===== config.mk =====
export PLATFORM = sky130hd
export DESIGN_NAME = conv3x3_line_buffer_filter_flat
export DESIGN_NICKNAME = d
export VERILOG_FILES = /design/src/rtl/conv3_pkg.sv /design/src/rtl/conv3_if.sv /design/src/rtl/conv3_ram.sv /design/src/rtl/conv3_mac.sv /design/src/rtl/conv3x3_line_buffer_filter.sv /design/src/flat_wrapper.sv
export SDC_FILE = /design/constraint.sdc
export NUM_CORES = 2
export LEC_CHECK = 0
export BUFFER_PORTS_ARGS = -buffer_cell sky130_fd_sc_hd__buf_2
export CAP_MARGIN = 0
export CORE_ASPECT_RATIO = 0.7
export CORE_UTILIZATION = 27
export CTS_CLUSTER_DIAMETER = 150
export DETAILED_ROUTE_END_ITERATION = 7
export PLACE_DENSITY = 0.43
export SLEW_MARGIN = 25
export SYNTH_ARGS = -nofsm -noshare
export SYNTH_HDL_FRONTEND = slang
export SYNTH_SLANG_ARGS = --single-unit

===== constraint.sdc =====
create_clock -name clk_i -period 7.4 [get_ports clk_i]
set_input_delay 1.48 -clock clk_i [delete_from_list [all_inputs] [get_ports clk_i]]
set_output_delay 1.48 -clock clk_i [all_outputs]
set_load 0.05 [all_outputs]

===== src/rtl/conv3_pkg.sv =====
// ----------------------------------------------------------------------------
// conv3_pkg
// Shared types and constants of the 3x3 convolution filter.
// ----------------------------------------------------------------------------
package conv3_pkg;

  localparam int unsigned FrameRows = 128;
  localparam int unsigned FrameCols = 128;
  localparam int unsigned RowW      = $clog2(FrameRows);
  localparam int unsigned ColW      = $clog2(FrameCols);

  localparam int unsigned PixW      = 8;
  localparam int unsigned KernRowW  = 3 * PixW;
  localparam int unsigned CfgIdxW   = 2;

  typedef logic [PixW-1:0]             pix_t;
  typedef logic signed [PixW-1:0]      res_t;
  typedef logic [KernRowW-1:0]         kern_row_t;
  typedef logic [2:0][KernRowW-1:0]    kern_t;
  typedef logic [2:0][2:0][PixW-1:0]   win_t;

  // register indexes of the configuration port
  typedef enum logic [CfgIdxW-1:0] {
    CfgKernTop = 2'd0,
    CfgKernMid = 2'd1,
    CfgKernBot = 2'd2
  } cfg_idx_e;

  // one full neighbourhood handed to the multiply-accumulate unit
  typedef struct packed {
    logic last;
    win_t pix;
  } win_item_t;

endpackage


===== src/rtl/conv3_if.sv =====
// ----------------------------------------------------------------------------
// conv3 stream interfaces
// Valid/ready channels for the pixel input and the filtered result output.
// ----------------------------------------------------------------------------
interface conv3_pix_if;
  conv3_pkg::pix_t pixel;
  logic            valid;
  logic            ready;

  modport source (output valid, output pixel, input ready);
  modport sink   (input valid, input pixel, output ready);
endinterface

interface conv3_res_if;
  conv3_pkg::res_t filtered;
  logic            frame_end;
  logic            valid;
  logic            ready;

  modport source (output valid, output filtered, output frame_end, input ready);
  modport sink   (input valid, input filtered, input frame_end, output ready);
endinterface


===== src/rtl/conv3_ram.sv =====
// ----------------------------------------------------------------------------
// conv3_ram
// Generic simple dual-port RAM, one write and one read port, registered read.
// ----------------------------------------------------------------------------
module conv3_ram #(
  parameter int unsigned Width = 8,
  parameter int unsigned Depth = 128
) (
  input  logic                     clk_i,
  input  logic                     we_i,
  input  logic [$clog2(Depth)-1:0] waddr_i,
  input  logic [Width-1:0]         wdata_i,
  input  logic                     re_i,
  input  logic [$clog2(Depth)-1:0] raddr_i,
  output logic [Width-1:0]         rdata_o
);

  logic [Width-1:0] mem_q [Depth];
  logic [Width-1:0] rdata_q;

  always_ff @(posedge clk_i) begin
    if (we_i) begin
      mem_q[waddr_i] <= wdata_i;
    end
    if (re_i) begin
      rdata_q <= mem_q[raddr_i];
    end
  end

  assign rdata_o = rdata_q;

endmodule


===== src/rtl/conv3_mac.sv =====
// ----------------------------------------------------------------------------
// conv3_mac
// Nine pixel-by-coefficient products, registered; byte sum, output register.
// ----------------------------------------------------------------------------
module conv3_mac (
  input  logic                  clk_i,
  input  logic                  rst_ni,
  input  conv3_pkg::kern_t      kern_i,
  input  logic                  in_valid_i,
  input  conv3_pkg::win_item_t  in_item_i,
  output logic                  in_ready_o,
  conv3_res_if.source           res_o
);
  import conv3_pkg::*;

  // only the low byte of the sum is kept, so each product is kept mod 256
  logic [2:0][2:0][PixW-1:0] prod_d, prod_q;
  logic                      prod_v_q, prod_last_q;
  logic                      prod_en, out_en;
  logic [PixW-1:0]           sum;
  res_t                      out_q;
  logic                      out_v_q, out_last_q;

  assign out_en     = !out_v_q || res_o.ready;
  assign prod_en    = !prod_v_q || out_en;
  assign in_ready_o = prod_en;

  always_comb begin
    for (int kr = 0; kr < 3; kr++) begin
      for (int kc = 0; kc < 3; kc++) begin
        prod_d[kr][kc] = PixW'(in_item_i.pix[kr][kc] * kern_i[kr][PixW*kc +: PixW]);
      end
    end
  end

  always_comb begin
    sum = '0;
    for (int kr = 0; kr < 3; kr++) begin
      for (int kc = 0; kc < 3; kc++) begin
        sum = sum + prod_q[kr][kc];
      end
    end
  end

  always_ff @(posedge clk_i or negedge rst_ni) begin
    if (!rst_ni) begin
      prod_v_q <= 1'b0;
      out_v_q  <= 1'b0;
    end else begin
      if (prod_en) begin
        prod_v_q <= in_valid_i;
      end
      if (out_en) begin
        out_v_q <= prod_v_q;
      end
    end
  end

  always_ff @(posedge clk_i) begin
    if (prod_en && in_valid_i) begin
      prod_q      <= prod_d;
      prod_last_q <= in_item_i.last;
    end
    if (out_en && prod_v_q) begin
      out_q      <= res_t'(sum);
      out_last_q <= prod_last_q;
    end
  end

  assign res_o.valid     = out_v_q;
  assign res_o.filtered  = out_q;
  assign res_o.frame_end = out_last_q;

endmodule


===== src/rtl/conv3x3_line_buffer_filter.sv =====
// ----------------------------------------------------------------------------
// conv3x3_line_buffer_filter
// 3x3 convolution over a raster pixel stream with two line buffers.
//
//   channel   dir  handshake          payload
//   pix_i     in   valid/ready        pixel (8 b unsigned)
//   res_o     out  valid/ready        filtered (8 b signed), frame_end
//   cfg       in   cfg_we_i           cfg_idx_i, cfg_data_i (24 b)
//
// One pixel per cycle unless res_o stalls; each result passes the window,
// product and output registers. Both line buffers share one 16-bit RAM, read
// on transfer and written from the window stage, never at the entry read.
// Reset clears positions, window and kernel; the RAM is not cleared.
// Border pixels produce no result and take no slot past the window stage.
// ----------------------------------------------------------------------------
module conv3x3_line_buffer_filter (
  input  logic                          clk_i,
  input  logic                          rst_ni,
  input  logic                          cfg_we_i,
  input  logic [conv3_pkg::CfgIdxW-1:0] cfg_idx_i,
  input  conv3_pkg::kern_row_t          cfg_data_i,
  conv3_pix_if.sink                     pix_i,
  conv3_res_if.source                   res_o
);
  import conv3_pkg::*;

  localparam int unsigned LineW = 2 * PixW;

  kern_t           kern_q;
  logic [RowW-1:0] row_q;
  logic [ColW-1:0] col_q;

  logic            s1_v_q, s1_int_q, s1_last_q;
  pix_t            s1_px_q;
  logic [ColW-1:0] s1_col_q;

  win_t            win_q, win_sh;
  logic [LineW-1:0] line_rd, line_wr;
  logic            s1_en, take, mac_ready;
  win_item_t       mac_item;

  // kernel registers
  always_ff @(posedge clk_i or negedge rst_ni) begin
    if (!rst_ni) begin
      kern_q <= '0;
    end else if (cfg_we_i) begin
      case (cfg_idx_i)
        CfgKernTop: kern_q[0] <= cfg_data_i;
        CfgKernMid: kern_q[1] <= cfg_data_i;
        CfgKernBot: kern_q[2] <= cfg_data_i;
        default: ;
      endcase
    end
  end

  // window stage retires when empty, border, or the mac takes it
  assign s1_en       = !s1_v_q || !s1_int_q || mac_ready;
  assign pix_i.ready = s1_en;
  assign take        = pix_i.valid && s1_en;

  // upper line in the high byte, middle line in the low byte
  assign line_wr = {line_rd[PixW-1:0], s1_px_q};

  conv3_ram #(
    .Width (LineW),
    .Depth (FrameCols)
  ) u_line_ram (
    .clk_i   (clk_i),
    .we_i    (s1_v_q && s1_en),
    .waddr_i (s1_col_q),
    .wdata_i (line_wr),
    .re_i    (take),
    .raddr_i (col_q),
    .rdata_o (line_rd)
  );

  always_comb begin
    win_sh = win_q;
    for (int kr = 0; kr < 3; kr++) begin
      win_sh[kr][0] = win_q[kr][1];
      win_sh[kr][1] = win_q[kr][2];
    end
    win_sh[0][2] = line_rd[LineW-1:PixW];
    win_sh[1][2] = line_rd[PixW-1:0];
    win_sh[2][2] = s1_px_q;
  end

  assign mac_item.last = s1_last_q;
  assign mac_item.pix  = win_sh;

  always_ff @(posedge clk_i or negedge rst_ni) begin
    if (!rst_ni) begin
      row_q     <= '0;
      col_q     <= '0;
      s1_v_q    <= 1'b0;
      s1_int_q  <= 1'b0;
      s1_last_q <= 1'b0;
      win_q     <= '0;
    end else begin
      if (s1_en) begin
        s1_v_q <= pix_i.valid;
      end
      if (take) begin
        s1_int_q  <= (row_q >= RowW'(2)) && (col_q >= ColW'(2));
        s1_last_q <= (row_q == RowW'(FrameRows - 1)) && (col_q == ColW'(FrameCols - 1));
        if (col_q == ColW'(FrameCols - 1)) begin
          col_q <= '0;
          row_q <= (row_q == RowW'(FrameRows - 1)) ? '0 : row_q + RowW'(1);
        end else begin
          col_q <= col_q + ColW'(1);
        end
      end
      if (s1_v_q && s1_en) begin
        win_q <= win_sh;
      end
    end
  end

  always_ff @(posedge clk_i) begin
    if (take) begin
      s1_px_q  <= pix_i.pixel;
      s1_col_q <= col_q;
    end
  end

  conv3_mac u_mac (
    .clk_i      (clk_i),
    .rst_ni     (rst_ni),
    .kern_i     (kern_q),
    .in_valid_i (s1_v_q && s1_int_q),
    .in_item_i  (mac_item),
    .in_ready_o (mac_ready),
    .res_o      (res_o)
  );

endmodule


===== src/flat_wrapper.sv =====
// flat-port wrapper written by rule: the top's interface ports become plain ports
module conv3x3_line_buffer_filter_flat import conv3_pkg::*;
  (clk_i, rst_ni, cfg_we_i, cfg_idx_i, cfg_data_i, pix_i_valid, pix_i_pixel, pix_i_ready, res_o_valid, res_o_filtered, res_o_frame_end, res_o_ready);
  conv3_pix_if pix_i_i ();
  conv3_res_if res_o_i ();
  input  logic clk_i;
  input  logic rst_ni;
  input  logic cfg_we_i;
  input  logic [conv3_pkg::CfgIdxW-1:0] cfg_idx_i;
  input  conv3_pkg::kern_row_t cfg_data_i;
  input wire logic [$bits(pix_i_i.valid)-1:0] pix_i_valid;
  input wire logic [$bits(pix_i_i.pixel)-1:0] pix_i_pixel;
  output wire logic [$bits(pix_i_i.ready)-1:0] pix_i_ready;
  output wire logic [$bits(res_o_i.valid)-1:0] res_o_valid;
  output wire logic [$bits(res_o_i.filtered)-1:0] res_o_filtered;
  output wire logic [$bits(res_o_i.frame_end)-1:0] res_o_frame_end;
  input wire logic [$bits(res_o_i.ready)-1:0] res_o_ready;
  assign pix_i_i.valid = pix_i_valid;
  assign pix_i_i.pixel = pix_i_pixel;
  assign pix_i_ready = pix_i_i.ready;
  assign res_o_valid = res_o_i.valid;
  assign res_o_filtered = res_o_i.filtered;
  assign res_o_frame_end = res_o_i.frame_end;
  assign res_o_i.ready = res_o_ready;
  conv3x3_line_buffer_filter u_core (.clk_i(clk_i), .rst_ni(rst_ni), .cfg_we_i(cfg_we_i), .cfg_idx_i(cfg_idx_i), .cfg_data_i(cfg_data_i), .pix_i(pix_i_i), .res_o(res_o_i));
endmodule

==> reports/metrics.csv <==
metric,value,unit
status,finished clean,
Worst R2R Start,u_core.col_q[0],
first-pass GRT wire length,413000,um
pwr dens,404,nW/um^2
crit path capture type,register,
Yosys reg bits,2300,
vias per cell,4.79,
Die Ht,505,um
max_cap viols,0,
Post-CTS Resized,0,
CP required,7980,ps
"Reg clk slew, reported paths",60,ps
setup TNS,0,ps
# rows,184,
largest net degree at the start of global routing,137,
Detailed Place HPWL,189000,um
Routed WL,298000,um
drt drc,0,
CTS buffer count,229,
WL/cell,28.7,um
YS warnings,0,
Async SR Flop Fraction,6.04,%
Final period util,61.8,%
"EDFF count, synth",2161,
VDD IR max,716,uV
Post-layout nets,5781,
top post-synthesis cells by area,"edfxtp_1 (67%), mux4_2 (11%), dfrtp_1 (3.6%), fa_1 (3.1%), mux2i_1 (2.2%)",
Die X,720,um
Pleak,36.9,nW
core region area,359000,um^2
Post-CTS Hold Buffers,0,
Syn Inst Count,5238,
"non-filler cells, final",10400,
clock skew,68.9,ps
detailed-route via count,49700,
Worst Hold Launch,u_core.u_mac.prod_last_q,
RSZ-0062 raised after global routing,false,
sequential area share after synthesis,70.1,%
Crit Path Max Fanout,76,
Setup crit start,u_core.col_q[0],
Ports,50,
GPL Wtd Cong,0.827,
Synth Area per Inst,18.6,um^2
clk root buf,clkbuf_16,
initial core utilization,27.1,%
htree depth,4,
Max Buffers Root-to-Sink,4,
post-synth top area share,66.6,%
arrival time worst endpoint,5150,ps
Max Clk Rate,219,MHz
post-CTS setup buffer count,0,
cell area after synthesis,97500,um^2
initial drt markers,5311,
Skew-Pair Late Insertion Delay,930,ps
layout cells sized above 1,21.7,%
Final Hold Vio Count,0,
Worst-Margin Slew,1090,ps
Global Route Usage Sum,16.1,%
Initial DRT Pass Iterations,5,
GRT overflow,0,
setup violators final,0,
Cell Count Post-Placement,9941,
fin. max-slew vios,0,
"Primary FF master, synth",edfxtp_1,
# port buffers,49,
Final ANT Viol Nets,0,
vias in the first global route,49600,
startpoint types,register,
initial antenna violation count,27,
clk sink count,2300,
fin crit period,4570,ps
Unique masters post-synth,60,
max_slew headroom,27.1,%
synth-to-layout area growth,14.5,%
die area,363000,um^2
Min-Delay Path Class,register to register,
CTS tree,done,
post-synth net total,5586,
Crit Path Class,register to register,
Synth area leader,edfxtp_1,
[cell families after synthesis]
group                    share of synthesized area (%)
adder cells (fa/ha/maj)                           5.14
flip-flops                                        70.1
AND/OR/NAND/NOR                                   3.95
buffers and inverters                             2.32
AO/OA/AOI/OAI                                     2.50
XOR/XNOR                                          1.52
multiplexers                                      14.4
[state kept, by name, indices dropped and copies added, names as in the netlist, 7 cells and up]
signal / flops
u_core.u_line_ram.mem_q: 2048
u_core.kern_q: 72
u_core.u_mac.prod_q: 72
u_core.mac_item: 48
u_core.u_line_ram.rdata_o: 16
u_core.s1_px_q: 8
u_core.u_mac.res_o.filtered: 8
u_core.col_q: 7
u_core.row_q: 7
u_core.s1_col_q: 7
[cells in the final DEF, fill, tap and decap left out, drive strengths merged, types with 18 or more instances in the layout]
cell type / n
a21o: 21
clkinv: 98
ha: 156
a211oi: 39
a21oi: 86
clkbuf: 283
mux2i: 216
nand2: 324
dfrtp: 139
nand3: 33
a21boi: 18
fa: 153
and2: 213
mux4: 472
inv: 269
mux2: 113
xnor2: 157
edfxtp: 2161
bufinv: 22
a22oi: 54
a221oi: 19
buf: 179
a31oi: 19
nor2b: 44
nor2: 155
o21ai: 56
[final cells by class]
cell class,instances,area (um^2)
antenna,9,22.5
multi-input combinational,2460,27500
sequential,2300,68400
tap,4743,5930
inverter,262,983
clock buffer,282,6060
clock inverter,133,1240
fill,34700,248000
timing repair buffer,180,1500
[path summary, 6_finish.rpt]
check / endpoint / slack, ps / depth (start not counted)
worst min-delay path: u_core.u_mac.res_o.frame_end / 470 / 0
worst min register to register: u_core.u_mac.res_o.frame_end / 470 / 0
worst max register to register: u_core.u_line_ram.rdata_o[10] / 2830 / 6
worst max-delay path: u_core.u_line_ram.rdata_o[10] / 2830 / 6
min in group asynchronous: u_core.kern_q[17] / 720 / 1
max in group asynchronous: u_core.col_q[0] / 5300 / 2
[report_power, final]
part	internal [mW]	switching, mW
combinational	6.12	10.3
sequential	16.1	0.814
clock	6.56	5.12
[synth_stat cells, types with 69 or more instances]
cell type / instances
edfxtp_1: 2161
mux4_2: 472
nand2_1: 324
inv_1: 260
mux2i_1: 216
and2_1: 213
xnor2_1: 157
ha_1: 156
nor2_1: 155
fa_1: 153
dfrtp_1: 139
mux2_2: 113
a21oi_1: 86
buf_2: 69
[worst max-delay path, stage by stage (launching register included)]
cell and delay [ps]:
dfrtp_4 910, buf_12 490, mux4_2 600, mux2i_1 750
a211oi_1 230, a211oi_1 790, a32oi_1 250
[stage by stage]
stage	setup slack (ps)	hold WS (ps)	utilization, %	total power [mW]	instance area (um^2)
after detailed placement	2250	459	29.0	33.7	104000
after global placement	2240	455	28.9	33.7	104000
final	2830	468	31.1	45.1	112000
after CTS	2780	464	31.0	45.5	111000
after floorplan	2180	400	-	27.1	97500
after global routing	2790	481	31.1	47.3	112000
[routing by layer]
layer  global-route usage [%]  vias up  wire (um)  part of all wire, %
met3                     3.86      303      24200                  8.1
li1                         -    20800          -                    -
met1                     25.8    27000     149000                   50
met4                     2.76        4       4800                  1.6
met5                        0        -         27               0.0091
met2                     21.9     1602     120000                   40
(Power assumes the default switching activity.)
